## src/rtl/assert_macros.svh

```systemverilog
// Assertion macros shared by the RTL files.
// Depends on nothing; the bodies compile away when SYNTHESIS is defined.
`ifndef ASSERT_MACROS_SVH
`define ASSERT_MACROS_SVH

`ifndef SYNTHESIS

// Check a property on every clock edge outside reset.
`define ASSERT_ALWAYS(lbl, clk, rst_n, prop) \
    lbl: assert property (@(posedge clk) disable iff (!rst_n) (prop)) \
        else $error("assertion failed");

// Check that a condition implies a consequence in the next cycle.
`define ASSERT_NEXT(lbl, clk, rst_n, ante, cons) \
    lbl: assert property (@(posedge clk) disable iff (!rst_n) (ante) |=> (cons)) \
        else $error("assertion failed");

`else

`define ASSERT_ALWAYS(lbl, clk, rst_n, prop)
`define ASSERT_NEXT(lbl, clk, rst_n, ante, cons)

`endif

`endif

```

## src/rtl/cse_enc_pkg.sv

```systemverilog
// Types, character codes and helpers for the C string escape encoder.
// Used by c_string_escape_encoder_top; depends on nothing.
package cse_enc_pkg;

    localparam int CharW   = 16;
    localparam int RunMax  = 4;
    localparam int RunCntW = 3;

    typedef logic [CharW-1:0]   t_char;
    typedef logic [RunCntW-1:0] t_run_cnt;

    typedef struct packed {
        t_char in_char;
        logic  starts_string;
    } t_in_beat;

    typedef struct packed {
        t_char out_char;
        logic  last_of_run;
    } t_out_beat;

    // Control characters with a letter escape, and the space character
    localparam t_char C_BEL   = 16'h0007;
    localparam t_char C_BS    = 16'h0008;
    localparam t_char C_HT    = 16'h0009;
    localparam t_char C_LF    = 16'h000a;
    localparam t_char C_VT    = 16'h000b;
    localparam t_char C_FF    = 16'h000c;
    localparam t_char C_CR    = 16'h000d;
    localparam t_char C_SPACE = 16'h0020;
    // Printable characters used by the escapes
    localparam t_char C_DQUOTE = 16'h0022;
    localparam t_char C_SQUOTE = 16'h0027;
    localparam t_char C_BSLASH = 16'h005c;
    localparam t_char C_LOW_A  = 16'h0061;
    localparam t_char C_LOW_B  = 16'h0062;
    localparam t_char C_LOW_F  = 16'h0066;
    localparam t_char C_LOW_N  = 16'h006e;
    localparam t_char C_LOW_R  = 16'h0072;
    localparam t_char C_LOW_T  = 16'h0074;
    localparam t_char C_LOW_V  = 16'h0076;
    localparam t_char C_LOW_X  = 16'h0078;
    localparam t_char C_DIG_0  = 16'h0030;
    localparam t_char C_DIG_9  = 16'h0039;
    localparam t_char C_UP_A   = 16'h0041;
    localparam t_char C_UP_F   = 16'h0046;

    localparam t_run_cnt RUN_ONE  = 3'd1;
    localparam t_run_cnt RUN_PAIR = 3'd2;
    localparam t_run_cnt RUN_HEX  = 3'd4;

    function automatic logic is_hex_char(input t_char c);
        return ((c >= C_DIG_0) && (c <= C_DIG_9)) ||
               ((c >= C_LOW_A) && (c <= C_LOW_F)) ||
               ((c >= C_UP_A)  && (c <= C_UP_F));
    endfunction

    // Lowercase hex digit character for one nibble
    function automatic t_char hex_digit(input logic [3:0] nib);
        t_char d;
        if (nib < 4'd10) begin
            d = C_DIG_0 + t_char'(nib);
        end else begin
            d = C_LOW_A + t_char'(nib - 4'd10);
        end
        return d;
    endfunction

endpackage

```

## src/rtl/c_string_escape_encoder_top.sv

```systemverilog
// C string escape encoder: turns each wide input character into its escaped run.
// Depends on cse_enc_pkg and assert_macros.svh.
//
// Each input beat carries one character; the block answers with one, two or
// four output beats (the character itself, backslash plus letter, or \xHH),
// with last_of_run marking the final beat of the run. A hex flag, set by any
// \xHH escape and cleared by any other run or by starts_string, forces a
// directly following hex-digit character into \xHH too. Timing: an input
// beat lands in an input register, is encoded into the run register, and
// the run leaves one beat per cycle while i_stall is low. The run register
// emits one character a cycle when not stalled and so sets the throughput.
// The next item is encoded in the cycle the last beat of the current run is
// taken, so pass-through characters flow at one per cycle while i_stall is
// low. CHAR_WIDTH is the number of low input bits that form the character
// (at most 16 are used).
`include "assert_macros.svh"

module c_string_escape_encoder_top
    import cse_enc_pkg::*;
#(
    parameter int CHAR_WIDTH = 16
) (
    input  logic      i_clk,
    input  logic      i_rst_n,
    input  logic      i_valid,
    output logic      o_stall,
    input  t_in_beat  i_data,
    output logic      o_valid,
    input  logic      i_stall,
    output t_out_beat o_data
);

    // Character bits actually kept from the input field
    localparam int CodeW = (CHAR_WIDTH < CharW) ? CHAR_WIDTH : CharW;

    // Input register
    logic             r_in_valid;
    logic [CodeW-1:0] r_code;
    logic             r_start;

    // Run register: r_run[0] is the beat on the output
    t_char    r_run [RunMax];
    t_run_cnt r_cnt;
    logic     r_hex;

    logic     out_take;
    logic     in_take;
    logic     load;

    t_char    c;
    logic     flag;
    logic     is_pair;
    t_char    pair_ch;
    t_char    n_run [RunMax];
    t_run_cnt n_len;
    logic     n_hex;

    // Output beat comes straight off the run register
    assign o_valid          = (r_cnt != '0);
    assign o_data.out_char  = r_run[0];
    assign o_data.last_of_run = (r_cnt == RUN_ONE);
    assign out_take         = o_valid && !i_stall;

    // Encode the held item once the run register is free or frees this cycle
    assign load    = r_in_valid && ((r_cnt == '0) || ((r_cnt == RUN_ONE) && out_take));
    assign o_stall = r_in_valid && !load;
    assign in_take = i_valid && !o_stall;

    // Encoder: one pass from the input register to the next run
    always_comb begin
        c       = CharW'(r_code);
        flag    = r_start ? 1'b0 : r_hex;
        is_pair = 1'b1;
        pair_ch = C_BSLASH;
        unique case (c)
            C_BEL:    pair_ch = C_LOW_A;
            C_BS:     pair_ch = C_LOW_B;
            C_FF:     pair_ch = C_LOW_F;
            C_LF:     pair_ch = C_LOW_N;
            C_CR:     pair_ch = C_LOW_R;
            C_HT:     pair_ch = C_LOW_T;
            C_VT:     pair_ch = C_LOW_V;
            C_BSLASH: pair_ch = C_BSLASH;
            C_SQUOTE: pair_ch = C_SQUOTE;
            C_DQUOTE: pair_ch = C_DQUOTE;
            default:  is_pair = 1'b0;
        endcase

        n_run[0] = C_BSLASH;
        n_run[1] = pair_ch;
        n_run[2] = hex_digit(c[7:4]);
        n_run[3] = hex_digit(c[3:0]);
        priority if (is_pair) begin
            n_len = RUN_PAIR;
            n_hex = 1'b0;
        end else if ((flag && is_hex_char(c)) || (c < C_SPACE)) begin
            n_run[1] = C_LOW_X;
            n_len    = RUN_HEX;
            n_hex    = 1'b1;
        end else begin
            // Pass through unchanged
            n_run[0] = c;
            n_len    = RUN_ONE;
            n_hex    = 1'b0;
        end
    end

    // Input register: hold the beat until the encoder takes it
    always_ff @(posedge i_clk) begin
        if (!i_rst_n) begin
            r_in_valid <= 1'b0;
        end else if (in_take) begin
            r_in_valid <= 1'b1;
        end else if (load) begin
            r_in_valid <= 1'b0;
        end
        if (in_take) begin
            r_code  <= i_data.in_char[CodeW-1:0];
            r_start <= i_data.starts_string;
        end
    end

    // Run register: load a new run, or advance by one beat
    always_ff @(posedge i_clk) begin
        if (!i_rst_n) begin
            r_cnt <= '0;
            r_hex <= 1'b0;
        end else if (load) begin
            r_cnt <= n_len;
            r_hex <= n_hex;
        end else if (out_take) begin
            r_cnt <= r_cnt - RUN_ONE;
        end
        if (load) begin
            r_run <= n_run;
        end else if (out_take) begin
            for (int k = 0; k < RunMax - 1; k++) begin
                r_run[k] <= r_run[k+1];
            end
        end
    end

    // A run never holds more than four beats
    `ASSERT_ALWAYS(a_cnt_range, i_clk, i_rst_n, r_cnt <= RUN_HEX)
    // Every escape run opens with a backslash
    `ASSERT_NEXT(a_escape_lead, i_clk, i_rst_n, load && (n_len != RUN_ONE), r_run[0] == C_BSLASH)
    // An empty run register never holds off the input
    `ASSERT_ALWAYS(a_no_idle_stall, i_clk, i_rst_n, (r_cnt != '0) || !o_stall)
    // A four-beat run always leaves the hex flag set
    `ASSERT_NEXT(a_hex_flag, i_clk, i_rst_n, load && (n_len == RUN_HEX), r_hex)

endmodule

```

## config.mk

```make
export PLATFORM = sky130hd
export DESIGN_NAME = c_string_escape_encoder_top
export DESIGN_NICKNAME = d
export VERILOG_FILES = /design/src/rtl/cse_enc_pkg.sv /design/src/rtl/c_string_escape_encoder_top.sv
export VERILOG_INCLUDE_DIRS = /design/src /design/src/rtl
export SDC_FILE = /design/constraint.sdc
export NUM_CORES = 1
export LEC_CHECK = 0
export ABC_AREA = 1
export BUFFER_PORTS_ARGS = -buffer_cell sky130_fd_sc_hd__buf_4
export CAP_MARGIN = 20
export CORE_ASPECT_RATIO = 1.25
export CORE_MARGIN = 2
export CORE_UTILIZATION = 55
export DETAILED_ROUTE_END_ITERATION = 12
export PLACE_DENSITY_LB_ADDON = 0.1
export SLEW_MARGIN = 30
export SYNTH_ARGS = -nofsm -noshare
export SYNTH_HDL_FRONTEND = slang
export SYNTH_SLANG_ARGS = --single-unit
```

## constraint.sdc

```tcl
create_clock -name i_clk -period 2.8 [get_ports i_clk]
set_input_delay 0.14 -clock i_clk [delete_from_list [all_inputs] [get_ports i_clk]]
set_output_delay 0.14 -clock i_clk [all_outputs]
set_load 0.005 [all_outputs]
```

# Yosys cells after proc, flatten, opt, wreduce, memory -nomap -nowiden
# Index checks and enable logic that the tools add are counted.
[word_totals]
n_memories = 0
output_inout_bits = 19
latchBits = 0
regBits = 86
romBits = 0
ramBits = 0
[classes]
n_eq_ne = 11
n_addsub = 7
n_lt_le_gt_ge = 9
mul = 0
div = 0
shifts = 0
bitwise_logic = 0
reduce_logical = 21
n_mux = 18
[op_table]
columns = ["cell", "count"]
rows = [
  ["$eq 16x4->1 const B", 6],
  ["$mux 48", 2],
  ["$mux 16", 4],
  ["$pmux 7 s9", 1],
  ["$eq 16x6->1 const B", 2],
  ["$ge 16x7->1 const B", 2],
  ["$le 16x7->1 const B", 2],
  ["$mux 32", 1],
  ["$add 8x5->9 const A", 2],
  ["$eq 16x3->1 const B", 1],
  ["$eq 16x7->1 const B", 1],
  ["$ge 16x6->1 const B", 1],
  ["$le 16x6->1 const B", 1],
  ["$lt 16x6->1 const B", 1],
  ["$add 6x4->7 const A", 2],
  ["$mux 3", 4],
  ["$reduce_or 10->1", 1],
  ["$sub 4x4->5 const B", 2],
  ["$logic_and 1x1->1", 9],
  ["$lt 4x4->1 const B", 2],
  ["$mux 1", 6],
  ["$logic_or 1x1->1", 4],
  ["$reduce_bool 2->1", 2],
  ["$eq 3x1->1 const B", 1],
  ["4 further kinds", 6],
]

# Logic depth before layout (Yosys ltp)
[logic_depth]
ltp_word = 10
depth_mapped = 14
ltp_nobuf = 14

# Least setup slack after synthesis
# Ideal clock, no wire load.
[synth_timing]
path_kind = "register to register"
from = "register r_cnt[1]"
to = "register r_cnt[0]"
setup_ns = 0.069
required_ns = 2.731
path_stages_with_launch = 13
path_buffers = 0
path_slack_ns = 0.475
arrival_ns = 2.256
cell_sequence = "dfxtp_1 -> inv_1 -> ha_1 -> inv_1 -> nor2_1 -> nand2_1 -> nand2_1 -> inv_2 -> nor2_1 -> inv_2 -> nand2_1 -> o21ai_0 -> a21oi_2"
[synth_rtl]
columns = ["element", "line", "rtl"]
rows = [
  ["start: declaration", "c_string_escape_encoder_top.sv:43", "t_run_cnt r_cnt;"],
  ["start signal: assignment", "c_string_escape_encoder_top.sv:129", "r_cnt <= n_len;"],
  ["start signal: assignment", "c_string_escape_encoder_top.sv:132", "r_cnt <= r_cnt - RUN_ONE;"],
]

# Worst setup path after layout
[layout_timing]
from = "register r_code[1], in the netlist c[1]"
to = "register r_run (netlist bit o_data[7]) (data pin)"
[layout_between]
elab_chain_len = 9
elab_cells_between_ends = 29
[layout_rtl]
columns = ["element", "line", "rtl"]
rows = [
  ["start: declaration", "c_string_escape_encoder_top.sv:38", "logic [CodeW-1:0] r_code;"],
  ["start signal: assignment", "c_string_escape_encoder_top.sv:118", "r_code <= i_data.in_char[CodeW-1:0];"],
  ["$ge 16x6->1, or another cell as far along", "cse_enc_pkg.sv:53", "return ((c >= C_DIG_0) && (c <= C_DIG_9)) ||"],
  ["$logic_and 1x1->1, on equally long branches", "cse_enc_pkg.sv:53, cse_enc_pkg.sv:54", ""],
  ["$logic_or 1x1->1", "cse_enc_pkg.sv:53", ""],
  ["$logic_or 1x1->1", "cse_enc_pkg.sv:54", "((c >= C_LOW_A) && (c <= C_LOW_F)) ||"],
  ["$logic_and 1x1->1", "c_string_escape_encoder_top.sv:96", "end else if ((flag && is_hex_char(c)) || (c < C_SPACE)) begin"],
  ["$logic_or 1x1->1", "c_string_escape_encoder_top.sv:96", ""],
  ["$mux 16", "c_string_escape_encoder_top.sv:96", ""],
  ["$mux 32 *", "c_string_escape_encoder_top.sv:93", "priority if (is_pair) begin"],
  ["$mux 48 *", "c_string_escape_encoder_top.sv:134", "if (load) begin"],
  ["end signal: assignment", "c_string_escape_encoder_top.sv:135", "r_run <= n_run;"],
  ["end signal: indexed assignment", "c_string_escape_encoder_top.sv:138", "r_run[k] <= r_run[k+1];"],
  ["end: declaration", "c_string_escape_encoder_top.sv:42", "t_char r_run [RunMax];"],
]
# Every way passes the cells marked *; elsewhere a longest branch is shown, timed or not.
# A chain may end at the register's enable or synchronous reset.

==> impl_summary.txt <==
----------------------------------------------------
[Pwr]
  Clock share of power ... 18.9%
  Overall power after layout ... 3410 uW
  Max IR drop VDD ... 0.376 mV
  Total power density per cell area ... 832 nW/um^2
  Total internal power ... 2270 uW
  Power share of the sequential group ... 47.4%
  Switching share of total power ... 33.5%
  Share of total power in combinational logic ... 33.7%
  Switching component of the power ... 1140 uW
  Static Leak ... 0.00181 uW

[Setup path]
  Worst-path maximum fanout ... 16
  Arrival time at the worst endpoint ... 2630 ps
  Startpoint types ... flip-flop
  Number of cells on the worst reg-to-reg path ... 12
  Critical path required time ... 2890 ps
  Crit path kind ... reg2reg
  Crit. End Element ... flip-flop

[Cells and area]
  Synth-to-layout area growth ... 17.8%
  Cell area after layout ... 4100 sq um
  Number of nets in the final layout ... 474
  Antenna cells ... 0
  Share of layout cells above drive strength 1 ... 17.9%
  Number of non-filler instances in the completed layout ... 520
  Layout fillers ... 557

[Global routing]
  First-pass GRT wire length ... 11500 microns
  Sum of overflow across all layers after global routing ... 0
  Initial antenna violation count ... 0
  GRT Total Usage ... 22.7%
  Vias in the first global route ... 2483
  Maximum number of pins on one net before global-route repair ... 30

[Route]
  DRC violation count after routing ... 0
  Post-DR vias/cell ... 5.00
  Number of search-and-repair iterations in the first detailed-routing pass ... 4
  Detailed Route Iter0 Violations ... 130
  Post-route ant nets ... 0
  Wirelength per Cell ... 13.7 microns
  DRT Wirelength ... 7120 microns
  Routed vias ... 2602

[Logic synthesis]
  Number of distinct library cells after synthesis ... 31
  List of most frequent post-synthesis cells ... 75 x sky130_fd_sc_hd__nand2_1, 59 x sky130_fd_sc_hd__nor2_1, 57 x sky130_fd_sc_hd__edfxtp_1
  Share of synthesized area occupied by flip-flops and latches ... 52.0%
  Mean post-synth cell area ... 9.11 sq um
  Post-synthesis instance area ... 3480 sq um
  Number of synthesis warnings ... 0
  Most frequently used cell type in the post-synthesis netlist ... sky130_fd_sc_hd__nand2_1
  Count of flip-flops with a built-in enable after synthesis ... 57
  Cell type with the largest total area after synthesis ... sky130_fd_sc_hd__edfxtp_1
  FFs w/ async S/R, synth ... 0%
  Synthesized netlist net count ... 425
  Synthesized instance count ... 382
  Share of Yosys cell area claimed by the top area cell type ... 49.2%
  Number of synthesized register bits ... 62
  Most area-consuming cells after synthesis ... sky130_fd_sc_hd__edfxtp_1 49%, sky130_fd_sc_hd__nand2_1 8.1%, sky130_fd_sc_hd__ha_1 7.9%, sky130_fd_sc_hd__nor2_1 6.4%, sky130_fd_sc_hd__inv_1 4.4%
  Most frequently used flop master after synthesis ... sky130_fd_sc_hd__edfxtp_1

[Die]
  Area of the die ... 6990 sq um
  Core Footprint ... 6170 sq um
  Placement Rows ... 32
  Number of top-level pins ... 40
  Die X-Extent ... 75.2 microns
  Die extent in y ... 92.9 microns
  Effective utilization at floorplan ... 56.5%

[Place]
  Weighted congestion at the end of routability-driven global placement ... 0.938
  Post-detailed-placement half-perimeter wirelength ... 5000 microns
  Number of placed instances with taps included ... 485
  Number of buffers inserted by port buffering ... 39
  Standard cell area after detailed placement ... 3750 sq um

[Timing]
  Final number of setup-violating endpoints ... 0
  Count of final hold-check violations ... 0
  Max-slew violation count ... 0
  Fin crit period ... 2540 ps
  Final period util ... 90.7%
  Clock Skews ... 4.69 ps
  Transition time at the pin with the least slew margin ... 661 ps
  Tightest slew margin relative to the limit ... 55.9%
  Upper clock frequency limit ... 394 MHz

[Hold path]
  Cell depth of the worst hold path ... 2
  Type of the most critical hold path ... in2reg

[Clock tree]
  Clock Sink Count ... 62
  Clk slew on worst S/H paths ... 70 ps
  Clock Tree Root ... sky130_fd_sc_hd__clkbuf_8
  CTS tree ... built
  Number of buffers added by the clock tree synthesis step ... 9
  Worst-skew pair later-pin latency ... 340 ps
  Clock buffer depth ... 2
  Max H-tree Level ... 3

[Flow run]
  Number of maximum-capacitance violations ... 0

[Status]
  Outcome ... completed

----------------------------------------------------
[routing by layer]
layer	routed length [microns]	share of wire [%]	global-route usage [%]	up-vias
met4	194	2.7	9.65	0
met3	273	3.8	6.31	16
met5	0	0	0	-
met1	2970	42	26.6	1194
met2	3680	52	38.1	62
li1	-	-	-	1330
[worst paths after layout]
check / start / to / slack [ps]
max: c[1] / o_data[7] / 260
min: i_valid / r_in_valid / 20
max reg2reg: c[1] / o_data[7] / 260
min reg2reg: r_run[4] / r_run[20] / 520
[critical path, cell delays in order, from the launching register on]
cell                       delay [ps]
sky130_fd_sc_hd__edfxtp_1         500
sky130_fd_sc_hd__inv_1            220
sky130_fd_sc_hd__ha_1             320
sky130_fd_sc_hd__inv_1            130
sky130_fd_sc_hd__nand3_1          130
sky130_fd_sc_hd__nand3_1          100
sky130_fd_sc_hd__nand3_1           60
sky130_fd_sc_hd__nand2_1           90
sky130_fd_sc_hd__nand3_1           90
sky130_fd_sc_hd__nand2_1          100
sky130_fd_sc_hd__nand3_2          270
sky130_fd_sc_hd__nor2_2           220
sky130_fd_sc_hd__nor2_1            60
[area by class of cell]
class                      instances  area (sq um)  area share (%)
tap                               85           106            2.59
clock inverter                     6          30.0           0.733
sequential                        62          1810            44.2
timing repair buffer              62           520            12.7
clock buffer                       9           124            3.02
multi-input combinational        249          1330            32.4
inverter                          47           176            4.30
[flip-flops by register name (all words and copies together), names as in the netlist]
register	count
r_start	1
r_in_valid	1
r_hex	1
r_cnt	3
r_run	24
c	16
o_data	16
[stage by stage]
stage	util (%)	setup TNS [ps]	worst slack, ps	hold WS (ps)
floorplan	-	0	475	239
global placement	60.8	0	158	318
detailed placement	60.8	0	142	319
CTS	66.0	0	130	16.2
global route	66.5	-11.1	-11.1	14.4
finish	66.5	0	261	18.7
[layout by cell type, fill, tap and decap left out, drive strengths merged, types with 4 or more instances in the layout]
cell type	count
dfxtp	5
dlygate4sd3	17
a21oi	12
clkinv	5
buf	45
nand2	76
inv	47
edfxtp	57
nor2	64
clkbuf	9
nand3	27
nor3	4
o21ai	29
ha	22
[cell families (layout without fill, tap and decap cells)]
| kind of cell | after synthesis | count (layout) | share of synthesized area, % |
|---|---|---|---|
| buffers and inverters | 71 | 124 | 9.96 |
| adders and majority gates | 22 | 22 | 7.91 |
| xor gates and xnor gates | 5 | 5 | 1.26 |
| AOI/OAI and AO/OA | 48 | 48 | 7.51 |
| DFF | 62 | 62 | 52.0 |
| and+or+nand+nor | 173 | 173 | 21.2 |
| other | 1 | 1 | 0.108 |
[power by group through the flow]
stage          Sequential, uW  Combinational (uW)  Clock (uW)
2_1_floorplan            1600                 845           0
5_1_grt                  1650                1320         701
6_report                 1620                1150         644
3_3_place_gp             1630                1130           0
4_1_cts                  1620                1160         651
3_5_place_dp             1630                1140           0
[timing repair]
item / CTS / global route
hold buffers: 17 / 0
endpoints found under the hold margin: 17 / 0
endpoints found under the setup margin: 0 / 15
buffers inserted: 0 / 3
gates resized for setup: 0 / 1
Power figures use the tool's default switching activity.
